==> config.mk <==
export PLATFORM = sky130hd
export DESIGN_NAME = mlmr_queue
export DESIGN_NICKNAME = d
export VERILOG_FILES = /design/src/rtl/core/mlmr_pkg.sv /design/src/rtl/core/mlmr_queue.sv
export SDC_FILE = /design/constraint.sdc
export NUM_CORES = 1
export LEC_CHECK = 0
export ABC_CLOCK_PERIOD_IN_PS = 2300
export BUFFER_PORTS_ARGS = -buffer_cell sky130_fd_sc_hd__buf_2
export CORE_AREA = 2 2 39 41
export DETAILED_ROUTE_END_ITERATION = 8
export DIE_AREA = 0 0 41 43
export HOLD_SLACK_MARGIN = 0.15
export PLACE_DENSITY_LB_ADDON = 0.25
export SLEW_MARGIN = 10
export SYNTH_ARGS = -nofsm -noshare
export SYNTH_HDL_FRONTEND = slang
export SYNTH_SLANG_ARGS = --single-unit
==> constraint.sdc <==
create_clock -name clk -period 2.3 [get_ports clk]
set_clock_uncertainty 0.15 [all_clocks]
set_input_delay 0.115 -clock clk [delete_from_list [all_inputs] [get_ports clk]]
set_output_delay 0.115 -clock clk [all_outputs]
set_load 0.02 [all_outputs]
==> src/rtl/core/mlmr_pkg.sv <==
// -----------------------------------------------------------------------------
// mlmr_pkg
// Shared types, field widths and codes of the loop mixer and recorder.
// -----------------------------------------------------------------------------
package mlmr_pkg;

	localparam int MAX_LOOPS_DEF    = 16;
	localparam int MAX_LOOP_LEN_DEF = 16384;

	localparam int KIND_W     = 2;
	localparam int SAMPLE_W   = 16;
	localparam int LEVEL_W    = 16;
	localparam int IDX_W      = 4;
	localparam int ACTIVE_W   = 5;
	localparam int LENGTH_W   = 15;
	localparam int CFG_IDX_W  = 8;
	localparam int CFG_DATA_W = 16;
	localparam int FRAC_BITS  = 15;
	localparam int SAMPLE_MAX = 32767;
	localparam int SAMPLE_MIN = -32768;
	localparam int QUEUE_DEPTH = 2;

	localparam logic [CFG_IDX_W-1:0] REG_ACTIVE_LOOPS = CFG_IDX_W'(0);
	localparam logic [CFG_IDX_W-1:0] REG_LOOP_LENGTH  = CFG_IDX_W'(1);

	typedef enum logic [KIND_W-1:0] {
		KIND_TICK      = 2'd0,
		KIND_LEVEL     = 2'd1,
		KIND_REC_START = 2'd2,
		KIND_REC_STOP  = 2'd3
	} item_kind_t;

	typedef enum logic {
		JOB_TICK,
		JOB_LEVEL
	} job_op_t;

	typedef enum logic [2:0] {
		BK_CLEAR,
		BK_IDLE,
		BK_MIX,
		BK_DRAIN,
		BK_DONE
	} back_state_t;

endpackage

==> src/rtl/core/mlmr_queue.sv <==
// -----------------------------------------------------------------------------
// mlmr_queue
// Short job queue between the front and back parts.
// -----------------------------------------------------------------------------
module mlmr_queue import mlmr_pkg::*; #(
	parameter type job_t = logic,
	parameter int  DEPTH = QUEUE_DEPTH
) (
	input  logic clk,
	input  logic arst_n,
	input  logic push,
	input  job_t din,
	output logic full,
	input  logic pop,
	output job_t dout,
	output logic empty
);

	localparam int PTR_W = (DEPTH > 1) ? $clog2(DEPTH) : 1;
	localparam int CNT_W = $clog2(DEPTH + 1);

	job_t             slot_q [DEPTH];
	logic [PTR_W-1:0] wr_q;
	logic [PTR_W-1:0] rd_q;
	logic [CNT_W-1:0] cnt_q;

	assign full  = (cnt_q == CNT_W'(DEPTH));
	assign empty = (cnt_q == '0);
	assign dout  = slot_q[rd_q];

	always_ff @(posedge clk) begin
		if (push) begin
			slot_q[wr_q] <= din;
		end
	end

	always_ff @(posedge clk or negedge arst_n) begin
		if (!arst_n) begin
			wr_q  <= '0;
			rd_q  <= '0;
			cnt_q <= '0;
		end else begin
			if (push) begin
				wr_q <= (wr_q == PTR_W'(DEPTH - 1)) ? '0 : wr_q + PTR_W'(1);
			end
			if (pop) begin
				rd_q <= (rd_q == PTR_W'(DEPTH - 1)) ? '0 : rd_q + PTR_W'(1);
			end
			if (push && !pop) begin
				cnt_q <= cnt_q + CNT_W'(1);
			end else if (pop && !push) begin
				cnt_q <= cnt_q - CNT_W'(1);
			end
		end
	end

endmodule

# After elaboration in Yosys (flattened, before gate mapping)
# Memory sizes are Yosys's and may differ from the RTL's.
# Cells that the tools add are included.
op_classes:
  n_addsub: 4
  n_eq_ne: 1
  n_mux: 6
  reduce_logical: 6
ops:
  columns: ["op", "n"]
  rows:
  - ["2-to-1 mux 1 bit", 4]
  - ["2-to-1 mux 2 bit", 2]
  - ["adder 1 bit (second input constant)", 2]
  - ["adder 2 x 1 -> 2 bit (second input constant)", 1]
  - ["equality test 2 bit (second input constant)", 1]
  - ["logical AND 1 bit", 2]
  - ["zero test 1 bit", 2]
  - ["zero test 2 bit", 1]
  - ["nonzero test 2 bit", 1]
  - ["subtractor 2 x 1 -> 2 bit (second input constant)", 1]
word_totals:
  regBits: 4
  ramBits: 2
  inputBits: 5
  out_inout_bits: 3
  wordCells: 21
  memories: 1
memory_table:
  columns: ["memory", "words", "word_bits", "read_ports", "rd_ports_with_merged_regs", "wr", "line", "source"]
  rows:
  - ["slot_q", 2, 1, 1, 0, 1, "mlmr_queue.sv:22", "job_t slot_q [DEPTH];"]

# Depth between registers and ports, before layout
# Gate-level depths: netlist of run 1.
depth:
  ltp_word: 4
  mapped_depth: 5
  ltp_nobuf: 5

# Worst setup path after synthesis of run 1
# OpenSTA, ideal clock, no wires.
synth_timing:
  path_kind: "register to register"
  from: "reg cnt_q[0]"
  to: "reg cnt_q[1]"
  setup_time_ns: 0.079
  t_arrival_ns: 0.791
  t_required_ns: 2.071
  path_slack_ns: 1.280
  path_stages_with_launch: 4
  path_buffers: 0
  period_less_slack_ns: 1.020
  path_cell_list: "dfrtp_1 xor2_1 nor2_1 xor2_1"
synth_between:
  elab_chain_cells: 3
  elab_cells_between_ends: 4
  cone_classes: "2 x add/sub; 2 x mux"
synth_lines:
  columns: ["item", "line", "source"]
  rows:
  - ["from (decl)", "mlmr_queue.sv:25", "logic [CNT_W-1:0] cnt_q;"]
  - ["from (signal assigned)", "mlmr_queue.sv:50", "cnt_q <= cnt_q + CNT_W'(1);"]
  - ["from (signal assigned)", "mlmr_queue.sv:52", "cnt_q <= cnt_q - CNT_W'(1);"]
  - ["subtractor 2 x 1 -> 2 bit", "mlmr_queue.sv:52", null]
  - ["2-to-1 mux 2 bit", "mlmr_queue.sv:51", "end else if (pop && !push) begin"]
  - ["2-to-1 mux 2 bit *", "mlmr_queue.sv:49", "if (push && !pop) begin"]
# Every way passes the cells marked *; elsewhere a longest branch is shown, timed or not. The select of a mux whose other input is x is not followed.
# A chain may end at the register's enable or synchronous reset.

# Final worst setup path of run 1
layout_timing:
  from: "in push"
  to: "reg cnt_q[1]"
layout_between:
  elab_chain_cells: 3
  elab_cells_between_ends: 5
  cone_classes: "1 x mux; 4 x reduce/logical"
layout_lines:
  columns: ["item", "line", "source"]
  rows:
  - ["from (decl)", "mlmr_queue.sv:11", "input logic push,"]
  - ["zero test 1 bit", "mlmr_queue.sv:51", null]
  - ["logical AND 1 bit", "mlmr_queue.sv:51", null]
  - ["nonzero test 2 bit (no source line)", null, null]
# Several ways; a longest one is shown, not always the timed one.

==> results of run 1 <==
-- final cells by class --
| class | instances | area (sq um) | share of cell area [%] |
|---|---|---|---|
| well taps | 16 | 20.0 | 5.11 |
| repair buffers | 12 | 85.1 | 21.7 |
| flip-flops and latches | 6 | 160 | 40.9 |
| inverters | 1 | 3.75 | 0.958 |
| clock buffers | 4 | 26.3 | 6.71 |
| multi-input cells | 12 | 96.3 | 24.6 |
-- placed cells by master, fill, tap and decap left out --
cell type and count:
xnor2_1 1, mux2_2 1, clkbuf_4 3, clkbuf_1 1
ha_1 1, dfrtp_1 4, inv_1 1, buf_2 7
edfxtp_1 2, nor2_1 2, nor2b_1 1, dlygate4sd3_1 5
xor2_1 4, and2_1 1, and2b_2 1
-- per-layer routing --
layer | share of wire [%] | up-vias | track usage, %
met4 | 0 | 0 | 12.0
met1 | 33 | 84 | 5.61
met3 | 8.6 | 0 | 3.14
met5 | 0 | - | 0
met2 | 58 | 4 | 9.38
li1 | - | 92 | -
-- cell families after synthesis --
| group | after synthesis |
|---|---|
| adder cells (fa/ha/maj) | 1 |
| multiplexers | 1 |
| XOR/XNOR | 5 |
| buffers and inverters | 1 |
| AND/OR/NAND/NOR | 5 |
| flip-flops | 6 |
-- path summary, 6_finish.rpt --
path,start,endpoint,depth (start not counted),slack [ps]
min in group asynchronous,arst_n,rd_q,3,610
worst max register to register,cnt_q[0],cnt_q[1],3,1180
max in group asynchronous,arst_n,wr_q,3,1220
worst min register to register,wr_q,wr_q,1,330
worst min-delay path,wr_q,wr_q,1,330
worst max-delay path,push,cnt_q[1],5,880
-- registers in the layout, summed over array words and instances, names as in the netlist --
| register | flops |
|---|---|
| rd_q | 1 |
| wr_q | 1 |
| cnt_q | 2 |
| slot_q | 2 |
-- worst reg2reg max path, stage by stage, from the launching register on --
cell and delay, ps:
dfrtp_1 420, xor2_1 180, nor2_1 130, xor2_1 160
-- power by group --
part | switching [mW] | internal, mW | total, mW
logic | 0.0724 | 0.0727 | 0.145
clock network | 0.0384 | 0.0657 | 0.104
registers | 0.0374 | 0.156 | 0.194
==> flow_summary.toml, run 1 <==
[yosys]
yosysWarnings = 0
synthXorXnorAreaFrac_pct = 16.8
syn_inst = 19
synth_cell_types = 11
synth_top_family_by_area = "XOR/XNOR gates"
synthFlopType = "dfrtp_1"
synth-seq-area-share_pct = 61.5
synthMuxAreaShare_pct = 4.33
synth_adder_area_share_pct = 4.81
syn_area_sq_um = 260
synth_compound_area_share_pct = 0
synth_top_area_share_pct = 38.5
synth-edff-count = 2
ys_top_cells_by_area = "dfrtp_1 38%, edfxtp_1 23%, xor2_1 13%, ha_1 4.8%, mux2_2 4.3%"
avgSynthCellArea_sq_um = 13.7
async_flop_share_pct = 66.7
synth_top_area_cell = "dfrtp_1"
synth_nets = 25
synthTopCellsByCount = "4 x dfrtp_1, 4 x xor2_1, 2 x edfxtp_1, 2 x nor2_1"
ys_seq_elements = 6
yosys.area_share.simple_pct = 11.1

[flow_run]
drv_cap = 0

[power_and_ir_drop]
p_leak_nw = 0.182
power_density_nw_per_um2 = 1130
fin_total_pwr_mw = 0.443
vdd_drop_max_mv = 0.268

[timing]
max_slew_margin_pct = 87.1
slew_violations = 0
finalHoldViolCount = 0
whs_ps = 328
tightest_slew_ps = 193
fin_setup_tns_ps = 0
rsz0062_at_grt = "no"
period_share_pct = 61.9
finalSetupViolCount = 0
fmax_ghz = 0.702
setup_ws_ps = 875
fin_crit_ps = 1420

[placement]
place_congestion = 0.596
place_area_sq_um = 315
port_buffers = 7
pre_cts_slack_ps = 1170
place_inst = 42

[cts]
clock_latency_ps = 240
clock_path_buffers = 2
clk_pin_slew_ps = 40
clockRootBuffer = "clkbuf_4"
numClockSinks = 6
cts_tree = "done"
cts_setup_buffers = 0
htreeDepth = 1
cts_buffers = 3
cts_resized = 0
cts-hold-fix-buffers = 5

[cells_and_area]
fin_cells = 51
drive_gt1_share_pct = 34.3
postLayoutCoreUtil_pct = 28.3
nFillCells = 147
antenna_cells = 0
nets = 42
fin_area_sq_um = 392
syn_to_final_growth_pct = 50.5

[hold_path]
worstHoldPathType = "reg2reg"

[critical_path]
arrival_ps = 1440
startpoint_type = "input port"
crit_chain = "dlygate4sd3_1, buf_2, ha_1, nor2_1, xor2_1"
crit_slowest_cell = "dlygate4sd3_1"
end_kind = "register"
path_buf_inv = 2
cp_max_fo = 4
crit_family = "buffers and inverters"
path_class = "in2reg"
worstPathRequired_ps = 2310
cpPeakStageDelay_ps = 540

[die]
row_count = 14
core-area_sq_um = 1380
ios = 8
die_h_um = 43
initial_core_util_pct = 18.8
die_area_sq_um = 1760
die_w_um = 41

[drt]
postRouteAntennaNets = 0
drc = 0
wl_per_cell_um = 9.08
drtIter0Drc = 0
dr.pass1.iters = 1
wl_um = 463
via_per_inst = 3.53
dr_total_vias = 180

[global_route]
grt_overflow = 0
track_usage_pct = 7.19
grt_pass1_wl_um = 696
grt_max_degree = 5
antenna_found_initial = 0
grt_pass1_vias = 192

[run_status]
status = "finished clean"
(Power assumes the default switching activity.)
==> run 2: changes to the inputs <==
- ABC_AREA: default -> 1
- ABC_CLOCK_PERIOD_IN_PS: 2300 -> 1500
- clock period: 2.3 -> 1.5 ns (I/O delays scaled with it)
==> flow_summary.toml, run 2 <==
[run_status]
status = "finished clean"

[yosys]
synth-edff-count = 2
syn_inst = 32
synth_top_area_cell = "dfrtp_1"
synth_cell_types = 11
synthFlopType = "dfrtp_1"
synth.most_common_cell = "nand2_1"
async_flop_share_pct = 66.7
yosysWarnings = 0
avgSynthCellArea_sq_um = 9.03
synth-seq-area-share_pct = 55.4
ys_top_cells_by_area = "dfrtp_1 35%, edfxtp_1 21%, nand2_1 12%, inv_1 7.8%, xor2_1 6.1%"
syn_area_sq_um = 289
synthTopCellsByCount = "9 x nand2_1, 6 x inv_1, 4 x dfrtp_1, 3 x nor2_1"
synth_top_area_share_pct = 34.6
ys_seq_elements = 6
synth_nets = 38

[timing]
max_slew_margin_pct = 86.2
finalHoldViolCount = 0
rsz0062_at_grt = "no"
period_share_pct = 91.2
fmax_ghz = 0.731
slew_violations = 0
whs_ps = 341
tightest_slew_ps = 207
finalSetupViolCount = 0
fin_crit_ps = 1370
fin_setup_tns_ps = 0

[cts]
cts_buffers = 3
clock_path_buffers = 2
cts_setup_buffers = 0
cts-hold-fix-buffers = 5
htreeDepth = 1
clk_pin_slew_ps = 40
clock_latency_ps = 240
numClockSinks = 6
cts_tree = "done"
clockRootBuffer = "clkbuf_4"
cts_resized = 0

[critical_path]
path_class = "in2reg"
cp_max_fo = 4
arrival_ps = 1400
startpoint_type = "input port"
end_kind = "register"
worstPathRequired_ps = 1530

[die]
die_h_um = 43
initial_core_util_pct = 20.9
core-area_sq_um = 1380
row_count = 14
ios = 8
die_area_sq_um = 1760
die_w_um = 41

[global_route]
track_usage_pct = 9.05
grt_overflow = 0
antenna_found_initial = 0
grt_pass1_vias = 243
grt.busiest_layer = "met2"
met3_usage_pct = 9.42
grt_pass1_wl_um = 972
use_met2_pct = 12.8
met1_usage_pct = 9.06
grt_max_degree = 6

[power_and_ir_drop]
p_leak_nw = 0.225
power_density_nw_per_um2 = 1560
vdd_drop_max_mv = 0.582
fin_total_pwr_mw = 0.657

[cells_and_area]
top_regs = "cnt_q (2), slot_q (2)"
drive_gt1_share_pct = 27.1
postLayoutCoreUtil_pct = 30.4
final_common_cell = "nand2_1"
nets = 55
final_cell_mix = "9 x nand2_1, 7 x buf_2, 6 x inv_1"
antenna_cells = 0
nFillCells = 149
syn_to_final_growth_pct = 45.5
fin_area_sq_um = 420

[drt]
dr_total_vias = 239
postRouteAntennaNets = 0
wl_per_cell_um = 9.05
drtIter0Drc = 6
wl_um = 579
via_per_inst = 3.73
drc = 0
dr.pass1.iters = 5

[placement]
dp_hpwl_um = 399
port_buffers = 7
place_congestion = 0.688
place_area_sq_um = 344

[flow_run]
drv_cap = 0

[hold_path]
worstHoldPathType = "reg2reg"
==> run 2: cell count changes after synthesis, sizes merged <==
cell and change:
and2 -1, inv +6, xnor2 -1, and2b -1, nor2b -1, nand3 +2
xor2 -2, nand2 +10, nor2 +1
==> run 2: final timing paths <==
path                          start       end  slack, ps  depth (start not counted)
setup reg to reg           cnt_q[0]  cnt_q[1]        520                          5
max in group asynchronous    arst_n      wr_q        440                          3
min in group asynchronous    arst_n      rd_q        570                          3
setup / recovery               push  cnt_q[1]        130                          8
hold reg to reg                wr_q      wr_q        340                          1
hold / removal                 wr_q      wr_q        340                          1
==> run 2: layer usage <==
metal | up-vias | share of wire [%]
li1 | 126 | -
met5 | - | 0
met2 | 11 | 42
met3 | 0 | 10
met4 | 0 | 0
met1 | 102 | 47
==> run 2: through the flow <==
step / worst slack [ps] / cells
finish: 132 / 64
CTS: 144 / 64
detailed placement: 428 / 55
global route: 33.7 / 64
global placement: 426 / 55
floorplan: 547 / 32
==> run 2: area by class of cell <==
cell class | count | area (sq um) | area share [%]
repair buffers | 12 | 85.1 | 20.2
inverters | 7 | 26.3 | 6.25
clock buffers | 4 | 26.3 | 6.25
well taps | 16 | 20.0 | 4.76
multi-input cells | 19 | 103 | 24.4
flip-flops and latches | 6 | 160 | 38.1
==> run 2: cell families after synthesis <==
kind of cell             synth area share [%]
XOR/XNOR                                 6.06
adder cells (fa/ha/maj)                  4.33
buffers and inverters                    9.09
flip-flops                               55.4
multiplexers                             3.90
AND/OR/NAND/NOR                          21.2
==> run 2: report_power, final <==
group	total, mW	leakage (nW)	switching (mW)	internal, mW
logic	0.210	0.144	0.119	0.0904
registers	0.283	0.0660	0.0510	0.232
clock network	0.164	0.0150	0.0629	0.101
total	0.657	0.225	0.233	0.424
==> run 2: worst max-delay path, stage by stage <==
cell and delay (ps):
dlygate4sd3_1 530, buf_2 150, ha_1 300, inv_1 90
nand2_1 70, nand2_1 60, nand3_1 60, nand2_1 60
